### config.mk
export PLATFORM = sky130hd
export DESIGN_NAME = salc_ram
export DESIGN_NICKNAME = d
export VERILOG_FILES = /design/src/rtl/set_assoc_lru_writeback_cache_tags_assert.svh /design/src/rtl/salc_ram.sv
export SDC_FILE = /design/constraint.sdc
export NUM_CORES = 1
export LEC_CHECK = 0
export ABC_CLOCK_PERIOD_IN_PS = 2100
export BUFFER_PORTS_ARGS = -buffer_cell sky130_fd_sc_hd__buf_2
export CAP_MARGIN = 20
export CORE_ASPECT_RATIO = 1.1
export CORE_MARGIN = 2
export CORE_UTILIZATION = 41
export DETAILED_ROUTE_END_ITERATION = 10
export PLACE_DENSITY = 0.64
export RECOVER_POWER = 25
export SLEW_MARGIN = 0
export SYNTH_ARGS = -nofsm -noshare
export SYNTH_HDL_FRONTEND = slang
export SYNTH_SLANG_ARGS = --single-unit
### constraint.sdc
create_clock -name clk -period 2.1 [get_ports clk]
set_input_delay 0.21 -clock clk [delete_from_list [all_inputs] [get_ports clk]]
set_output_delay 0.21 -clock clk [all_outputs]
set_load 0.02 [all_outputs]
### src/rtl/set_assoc_lru_writeback_cache_tags_assert.svh
// Assertion macros shared by the cache tag controller.
// Each macro expects a clock named clk and an active-low reset named rst_n in scope.
`ifndef SET_ASSOC_LRU_WRITEBACK_CACHE_TAGS_ASSERT_SVH
`define SET_ASSOC_LRU_WRITEBACK_CACHE_TAGS_ASSERT_SVH

// The consequent must hold in the cycle after the antecedent.
`define SALC_ASSERT_NEXT(name, ante, cons, msg) \
    name: assert property (@(posedge clk) disable iff (!rst_n) (ante) |=> (cons)) \
        else $error(msg);

// The consequent must hold in the same cycle as the antecedent.
`define SALC_ASSERT_SAME(name, ante, cons, msg) \
    name: assert property (@(posedge clk) disable iff (!rst_n) (ante) |-> (cons)) \
        else $error(msg);

`endif

### src/rtl/salc_ram.sv
module salc_ram #(
    parameter int WIDTH = 8,
    parameter int DEPTH = 16
) (
    input  logic                                        clk,
    input  logic                                        we,
    input  logic [((DEPTH > 1) ? $clog2(DEPTH) : 1)-1:0] waddr,
    input  logic [WIDTH-1:0]                            wdata,
    input  logic [((DEPTH > 1) ? $clog2(DEPTH) : 1)-1:0] raddr,
    output logic [WIDTH-1:0]                            rdata
);

    logic [WIDTH-1:0] mem_reg [DEPTH];
    logic [WIDTH-1:0] rdata_reg;

    always_ff @(posedge clk)
    begin
        if (we)
        begin
            mem_reg[waddr] <= wdata;
        end
        rdata_reg <= mem_reg[raddr];
    end

    assign rdata = rdata_reg;

endmodule

== Yosys cells after proc, flatten, opt, wreduce, memory -nomap -nowiden ==
Memory sizes are Yosys's and may differ from the RTL's. A register that Yosys moved wholly into a read port is not among the register bits.
Index checks and enable logic that the tools add are counted.
Operators by class
  multiplexer cells: 2
Operators by type and width (count)
  1-bit 2-to-1 mux: 2
Storage, ports and cells
  flip-flop bits (word level): 0
  bits in writable memories: 128
  input bits: 18
  output and inout port bits: 8
  logic and storage cells: 3
  memories kept: 1
Memories
  mem_reg: words 16, bits a word 8, rd ports 1, clocked after memory_dff 1, write ports 1, line salc_ram.sv:13  | logic [WIDTH-1:0] mem_reg [DEPTH];

== Logic depth before layout (Yosys ltp) ==
Gate-level depths: netlist (run 1).
  depth after elaboration: 2
  depth in mapped cells: 5
  depth with buffers taken out: 3

== Worst setup path after synthesis (run 1) ==
Ideal clock, no wire load.
  path kind: input-to-reg
  start: input port waddr[2] in the netlist's numbering
  end: memory mem_reg[0][0], enable pin
  library setup time: 0.383 ns
  arrival time: 1.320 ns
  data required time: 1.717 ns
  slack: 0.397 ns
  stages on the path: 2
  cells stage by stage: or3b_2 > nor3_1
RTL lines
  start: declaration: line salc_ram.sv:7  | input logic [((DEPTH > 1) ? $clog2(DEPTH) : 1)-1:0] waddr,
  end: declaration: line salc_ram.sv:13
No word-level cell before the write port.

==> results.cfg, run 1 <==
[timing]
setup_violations = 0
fmax_mhz = 732
hold_viol = 0
tns_ps = 0
maxSlewHeadroom_pct = 55.5
fin_crit_ps = 1370
rsz0062_at_grt = no
fin_crit_sh_pct = 65.0
whs_ps = 192
skew_ps = 10.0
tightest_slew_ps = 668
slew_violations = 0

[detailed_routing]
drc_errors = 0
routed_wl_um = 9760
drtIter0Drc = 174
ant_nets = 0
dr.pass1.iters = 4
num_vias = 2493
post_drt_wl_per_cell_um = 21.6
routed_via_density = 5.50

[setup_path]
crit_chain = mux4_1 -> a22oi_1 -> nand2_1
crit_family = multiplexers
worstReg2RegStart = mem_reg[5][1]
cp-end-kind = flop
start_kind = flop
cp.required_ps = 2390
worstReg2RegEnd = rdata[1]
cp.depth = 3
critPathLaunch = mem_reg[5][1]
critPathMaxStageDelay_ps = 540
crit_slowest_cell = mux4_1
critPathKind = reg2reg
reg2reg_slack_ps = 730
cp_num_buf_inv = 0
worstRegToRegCells = 3
crit_arrival_ps = 1650
path_max_fanout = 1
crit_end = rdata[1]

[status]
status = complete, no violations

[die]
io-pin-count = 26
die_w_um = 111
die_h_um = 122
design.die.area_um2 = 13500
rows = 42
initial_utilization_pct = 42.4
core_area_um2 = 12100

[placed_design]
dp_hpwl_um = 6120
io_buffers = 25
place.gp.congestion = 0.694

[global_route]
antenna_found_initial = 0
grt_use_total_pct = 15.7
first_global_vias = 2541
overflow = 0
grt_max_degree = 33
grt_pass1_wl_um = 14900

[power]
powerDensity_nw_per_um2 = 1020
p_total_mw = 6.26
vdd_drop_max_uv = 674
cellLeakagePower_nw = 2.09

[final_layout]
fill_cells = 950
multi_input_area_um2 = 1060
largest_reg_flops = 128
antenna_cells = 0
nets = 304
drive_gt1_share_pct = 28.4
utilization_pct = 50.7
syn_to_final_growth_pct = 19.5
seqCellArea_um2 = 4000

[clock_tree]
cts_resized = 0
ctsHoldBuffers = 0
cts_tree = done
clock_path_buffers = 2
root_buffer = clkbuf_16
path_clk_slew_ps = 60
cts_max_level = 4
cts.sinks = 136
cts_buffers = 17
cts_setup_buffers = 0
clock_latency_ps = 420

[yosys]
ys_ff_latch = 136
syn_inst = 229
yosysUniqueCellTypes = 19
syn_nets = 247
seq_area_frac_synth_pct = 77.8
ys_warn_count = 0
synth_area_um2 = 5150
post_synth.cell_area_avg_um2 = 22.5

[run]
maxCapViolations = 0

[hold_path]
hp-class = in2reg
## worst register-to-register path, cell delays in order, from the launching register on
cell and delay [ps]:
edfxtp_1 360, mux4_1 540, a22oi_1 260, nand2_1 90
## cells in the final DEF (no fill, tap or decap)
master and count:
buf_2 18, clkinv_1 4, a22oi_1 16, or3b_2 1, nor3_1 4, nor2_1 13, clkbuf_1 10, nand2b_1 2
nand3b_1 2, bufinv_16 3, clkinvlp_4 1, dfxtp_1 8, buf_12 2, clkbuf_8 1, buf_4 21, nand3_1 1
clkinv_2 2, and2b_1 1, mux4_1 14, mux4_2 18, nor2b_1 1, clkbuf_16 17, clkinv_4 1, edfxtp_1 128
and2_1 1, nand2_1 9
## kinds of logic after synthesis
family                 Yosys count  synth area share (%)
AO/OA/AOI/OAI                   16                  2.33
flip-flops                     136                  77.8
AND/OR/NAND/NOR                 35                  3.18
multiplexers                    32                  15.0
buffers and inverters           10                  1.68
## final cells by class
type	instances	share of cell area, %
multi-input cells	83	17.2
flip-flops and latches	136	65.1
clock inverters	11	2.14
repair buffers	48	5.11
well taps	154	3.13
clock buffers	21	7.32
## worst min path at each step
stage / depth (start not counted) / start / to
after floorplan: 0 / wdata[0] / mem_reg[0][0]
after global placement: 1 / wdata[3] / mem_reg[1][3]
after detailed placement: 1 / wdata[3] / mem_reg[1][3]
after CTS: 1 / wdata[3] / mem_reg[6][3]
after global routing: 1 / wdata[6] / mem_reg[5][6]
final: 1 / wdata[6] / mem_reg[4][6]
## per-stage QoR
step | std cells | area, µm² | worst slack, ps
2_1_floorplan | 229 | 5150 | 397
3_3_place_gp | 421 | 5580 | 401
4_1_cts | 453 | 6160 | 705
3_5_place_dp | 421 | 5580 | 381
5_1_grt | 453 | 6150 | 628
6_report | 453 | 6150 | 735
## synthesized netlist by cell type
| cell | instances | share of area, % |
|---|---|---|
| buf_4 | 1 | 0.15 |
| nor3_1 | 4 | 0.39 |
| and2_1 | 1 | 0.12 |
| nand2_1 | 9 | 0.66 |
| buf_2 | 3 | 0.29 |
| dfxtp_1 | 8 | 3.1 |
| nor2_1 | 13 | 0.95 |
| nand3_1 | 1 | 0.097 |
| nand2b_1 | 2 | 0.24 |
| mux4_1 | 14 | 7.1 |
| buf_6 | 3 | 0.66 |
| and2b_1 | 1 | 0.15 |
| or3b_2 | 1 | 0.17 |
| edfxtp_1 | 128 | 75 |
| clkdlybuf4s25_2 | 3 | 0.58 |
| mux4_2 | 18 | 7.9 |
| nor2b_1 | 1 | 0.12 |
| nand3b_1 | 2 | 0.29 |
| a22oi_1 | 16 | 2.3 |
## per-layer routing
metal	track usage (%)	routed length, µm	up-vias
met5	0	0	-
li1	-	-	1084
met4	6.33	134	0
met2	25.3	4890	93
met1	20.3	4130	1303
met3	4.55	618	13
## power breakdown
group	internal [mW]	switching [mW]	total, mW
sequential	3.04	0.0178	3.05
combinational	0.122	0.174	0.297
clock	1.88	1.03	2.91
total	5.04	1.22	6.26
No activity file was read; power rests on OpenSTA's default activity.
==> run 2: changes to the inputs <==
--- a/config.mk
+++ b/config.mk
@@ -5,14 +5,14 @@
 export SDC_FILE = /design/constraint.sdc
 export NUM_CORES = 1
 export LEC_CHECK = 0
-export ABC_CLOCK_PERIOD_IN_PS = 2100
+export ABC_CLOCK_PERIOD_IN_PS = 1200
 export BUFFER_PORTS_ARGS = -buffer_cell sky130_fd_sc_hd__buf_2
 export CAP_MARGIN = 20
 export CORE_ASPECT_RATIO = 1.1
 export CORE_MARGIN = 2
 export CORE_UTILIZATION = 41
 export DETAILED_ROUTE_END_ITERATION = 10
-export PLACE_DENSITY = 0.64
+export PLACE_DENSITY = 0.66
 export RECOVER_POWER = 25
 export SLEW_MARGIN = 0
 export SYNTH_ARGS = -nofsm -noshare
==> constraint.sdc (replaced) <==
create_clock -name clk -period 1.2 [get_ports clk]
set_input_delay 0.12 -clock clk [delete_from_list [all_inputs] [get_ports clk]]
set_output_delay 0.12 -clock clk [all_outputs]
set_load 0.02 [all_outputs]
==> run 2 against run 1 <==
The run now ends with negative setup slack left; clock power increased by 93%; routed wire length increased by 0.29%; register-to-register slack got worse by 800 ps; clock skew decreased by 5.9 ps; largest cell class unchanged; via count decreased by 0.24%; critical endpoint unchanged; total power increased by 85%; worst hold slack got worse by 77 ps; design area increased by 3.5%; flip-flop and latch count unchanged; highest routed layer unchanged; setup slack got worse by 800 ps.
==> results.cfg, run 2 (synthesized netlist as in run 1, its figures left out) <==
[status]
status = complete, but fails checks
violations = negative setup slack

[setup_path]
start_kind = flop
critPathKind = reg2reg
critPathMaxStageDelay_ps = 490
crit_chain = mux4_2 -> a22oi_2 -> nand2_1
crit_slowest_cell = mux4_2
cp.required_ps = 1490
path_max_fanout = 1
crit_family = multiplexers
cp-end-kind = flop
crit_arrival_ps = 1550
cp_num_buf_inv = 0

[detailed_routing]
dr.pass1.iters = 4
top_layer = met4
num_vias = 2487
routed_via_density = 5.37
wl_met3_um = 432
drc_errors = 0
ant_nets = 0
routed_wl_um = 9790
drtIter0Drc = 172
drt-met1-wl_um = 4250
wl_met2_um = 4920
post_drt_wl_per_cell_um = 21.1

[final_layout]
finalInstanceArea_um2 = 6360
antenna_cells = 0
layout_commonest_cell = edfxtp_1
syn_to_final_growth_pct = 23.7
largest_reg_flops = 128
drive_gt1_share_pct = 42.7
final_cell_mix = edfxtp_1, mux4_2, buf_4, buf_2, clkbuf_16
nets = 314
finalNonFillerCells = 463

[placed_design]
dpl_cell_area_um2 = 5700
io_buffers = 25
place.gp.congestion = 0.718
dp_hpwl_um = 6400
dpl.cell_count = 431

[die]
rows = 42
initial_utilization_pct = 42.4
design.die.area_um2 = 13500
core_area_um2 = 12100
die_h_um = 122
io-pin-count = 26
die_w_um = 111

[run]
maxCapViolations = 0

[global_route]
grt_use_total_pct = 15.8
antenna_found_initial = 0
overflow = 0
first_global_vias = 2627
grt_max_degree = 19
grt_pass1_wl_um = 15200

[timing]
setup_ws_ps = -68.4
rsz0062_at_grt = yes
skew_ps = 4.15
fin_crit_sh_pct = 106
fmax_mhz = 788
maxSlewHeadroom_pct = 37.2
setup_violations = 8
hold_viol = 0
tightest_slew_ps = 938
fin_crit_ps = 1270
slew_violations = 0
tns_ps = -424

[clock_tree]
cts.sinks = 136
clock_path_buffers = 2
cts_tree = done
cts_max_level = 4
root_buffer = clkbuf_16
path_clk_slew_ps = 60
cts_buffers = 17
cts_setup_buffers = 0
ctsHoldBuffers = 0
clock_latency_ps = 410

[hold_path]
hp-class = in2reg

[power]
powerDensity_nw_per_um2 = 1810
vdd_drop_max_uv = 1170
cellLeakagePower_nw = 2.14
==> run 2: final timing paths <==
path                  start             end  slack [ps]  cells after the start
min                wdata[3]  mem_reg[12][3]         120                      1
max           mem_reg[3][1]        rdata[1]         -70                      3
max reg2reg   mem_reg[3][1]        rdata[1]         -70                      3
min reg2reg  mem_reg[15][6]        rdata[6]         670                      3
==> run 2: metal layers <==
layer	vias to the layer above	GRT usage, %
met3	12	5.09
met4	0	7.03
met5	-	0
met2	76	25.3
met1	1304	19.8
li1	1095	-
==> run 2: area by class of cell <==
type	instances	area (µm²)
clock buffers	18	429
clock inverters	14	224
fillers	953	5770
multi-input cells	83	1100
flip-flops and latches	136	4000
well taps	154	193
repair buffers	58	417
==> run 2: per-stage QoR <==
stage               total power [mW]  setup slack, ps  util [%]  hold WS, ps
floorplan                       5.76            -56.3         -          219
global route                    11.9             -117      52.4          112
finish                          11.5            -68.4      52.4          116
CTS                             11.6            -91.9      52.5         80.8
global placement                6.00             -319      46.9          504
detailed placement              6.02             -317      46.9          521
==> run 2: timing repair <==
item                       in CTS  in global routing
pin swaps                       9                  2
setup endpoints to repair       8                  8
gates resized for setup        14                  4
==> run 2: report_power, final <==
part / total (mW) / switching (mW) / internal (mW)
combinational: 0.592 / 0.337 / 0.255
sequential: 5.35 / 0.0324 / 5.31
clock: 5.61 / 1.91 / 3.70
total: 11.5 / 2.28 / 9.27
==> run 3: changes to the inputs <==
--- a/config.mk
+++ b/config.mk
@@ -5,6 +5,7 @@
 export SDC_FILE = /design/constraint.sdc
 export NUM_CORES = 1
 export LEC_CHECK = 0
+export ABC_AREA = 1
 export ABC_CLOCK_PERIOD_IN_PS = 1200
 export BUFFER_PORTS_ARGS = -buffer_cell sky130_fd_sc_hd__buf_2
 export CAP_MARGIN = 20
==> run 3 against run 2 <==
The flow now finishes without violations; cell count rose by 72%; critical endpoint is now rdata[1]; utilization fell by 3.1 points; sequential power barely moved; clock-buffer cell count rose by 5; die area rose by 12%; routed wire length rose by 32%; fmax rose by 16%; sequential share of layout area fell by 4.1 points.
==> results.cfg, run 3 <==
[status]
status = complete, no violations

[yosys]
synth_area_um2 = 5770
synth_flop_cell = edfxtp_1
yosysUniqueCellTypes = 12
synth_top_area_share_pct = 66.7
synth_edf_count = 128
syn_nets = 569
syn_inst = 551
synth.top_cells.by_area = edfxtp_1, nand2_1, nand3_1
post_synth.cell_area_avg_um2 = 10.5
ys_warn_count = 0
yosysMostFrequentCell = nand2_1
seq_area_frac_synth_pct = 69.4
async_reset_ff_share_pct = 0
ys_top_cells_by_count = nand2_1, edfxtp_1, inv_1, nand3_1, nor2_1
ys_ff_latch = 136
synth_top_area_cell = edfxtp_1

[setup_path]
cp_num_buf_inv = 1
crit_chain = buf_2
start_kind = flop
cp-end-kind = primary output
critPathMaxStageDelay_ps = 370
worstReg2RegEnd = rdata[1]
path_max_fanout = 1
reg2reg_slack_ps = 160
critPathLaunch = rdata[1]
worstReg2RegStart = mem_reg[15][1]
crit_family = flip-flops
crit_arrival_ps = 970
crit_slowest_cell = dfxtp_1
worstRegToRegCells = 6
cp.required_ps = 1080
critPathKind = reg2out

[final_layout]
largest_reg_flops = 128
antenna_cells = 0
fill_cells = 1195
finalInstanceArea_um2 = 6810
nets = 613
layout_commonest_cell = nand2_1
final_cell_mix = nand2_1, edfxtp_1, inv_1, nand3_1
drive_gt1_share_pct = 12.0
finalNonFillerCells = 796
syn_to_final_growth_pct = 18.1

[hold_path]
hold_end = rdata[3]
hp-class = in2reg
min-delay-start = raddr[3]
whs_path_depth = 4

[detailed_routing]
num_vias = 3894
post_drt_wl_per_cell_um = 16.3
routed_via_density = 4.89
ant_nets = 0
drc_errors = 0
routed_wl_um = 13000
drtIter0Drc = 294
dr.pass1.iters = 5

[timing]
fin_crit_ps = 1090
rsz0062_at_grt = no
tightest_slew_ps = 857
hold_viol = 0
fmax_mhz = 918
tns_ps = 0
maxSlewHeadroom_pct = 42.9
slew_violations = 0
setup_violations = 0
fin_crit_sh_pct = 90.8
skew_ps = 8.20

[clock_tree]
cts_resized = 0
ctsHoldBuffers = 0
cts_setup_buffers = 0
cts_tree = done
cts_max_level = 4
cts.sinks = 136
root_buffer = clkbuf_16
clock_path_buffers = 2
cts_buffers = 17
clock_latency_ps = 410
path_clk_slew_ps = 60

[die]
rows = 45
core_area_um2 = 13800
design.die.area_um2 = 15000
io-pin-count = 26
die_w_um = 117
die_h_um = 128
initial_utilization_pct = 41.8

[power]
pwr-share-comb_pct = 6.1
power_switching_mw = 2.35
p_int_mw = 9.15
vdd_drop_max_uv = 928
powerDensity_nw_per_um2 = 1690
pwr-share-clk_pct = 47.4
p_total_mw = 11.5
cellLeakagePower_nw = 2.95
p_seq_share_pct = 46.5
power_switching_share_pct = 20.4

[placed_design]
dp_hpwl_um = 7820
place.gp.congestion = 0.830
dpl.cell_count = 764
dpl_cell_area_um2 = 6190
io_buffers = 25

[global_route]
grt_use_total_pct = 18.7
grt_max_degree = 65
overflow = 0
antenna_found_initial = 0
grt_pass1_wl_um = 20300
first_global_vias = 3853

[run]
maxCapViolations = 0
## run 3: cells by family (layout without fill, tap and decap cells)
| group | Yosys count | in the layout | share of synthesized area (%) |
|---|---|---|---|
| DFF | 136 | 136 | 69.4 |
| and+or+nand+nor | 289 | 289 | 21.0 |
| buffers and inverters | 126 | 183 | 9.52 |
## run 3: stage by stage
stage | worst slack [ps] | hold WS, ps | util, %
floorplan | 129 | 219 | -
global placement | -2.74 | 542 | 44.9
detailed placement | -15.4 | 539 | 44.9
CTS | 87.1 | 119 | 49.4
global route | 80.3 | 155 | 49.4
finish | 110 | 129 | 49.4
## run 3: power by group through the flow
| stage | clock, mW | sequential, mW | combinational [mW] |
|---|---|---|---|
| final | 5.45 | 5.35 | 0.696 |
| after global routing | 5.72 | 5.36 | 0.774 |
| after CTS | 5.50 | 5.35 | 0.704 |
| after detailed placement | 0 | 5.44 | 0.698 |
| after global placement | 0 | 5.44 | 0.685 |
| after floorplan | 0 | 5.47 | 0.375 |
## run 3: worst max-delay path by stage
stage / end / depth (start not counted)
after detailed placement: rdata[4] / 7
final: rdata[1] / 1
after floorplan: mem_reg[10][0] / 2
after global routing: rdata[1] / 1
after CTS: rdata[1] / 1
after global placement: rdata[4] / 7
## run 3: cell type report
type                       instances  area (µm²)  area share [%]
clock buffer                      23         478            7.02
clock inverter                     9         146            2.15
inverter                         102         383            5.62
multi-input combinational        289        1210            17.8
sequential                       136        4000            58.8
tap                              188         235            3.45
timing repair buffer              49         349            5.13
## run 3: layer usage
layer  vias to the layer above  part of all wire, %  GRT usage (%)
li1                       1859                    -              -
met1                      1853                   42           24.3
met2                       157                   49           29.7
met3                        25                  6.5           4.38
met4                         0                  3.2           9.00
met5                         -                    0              0
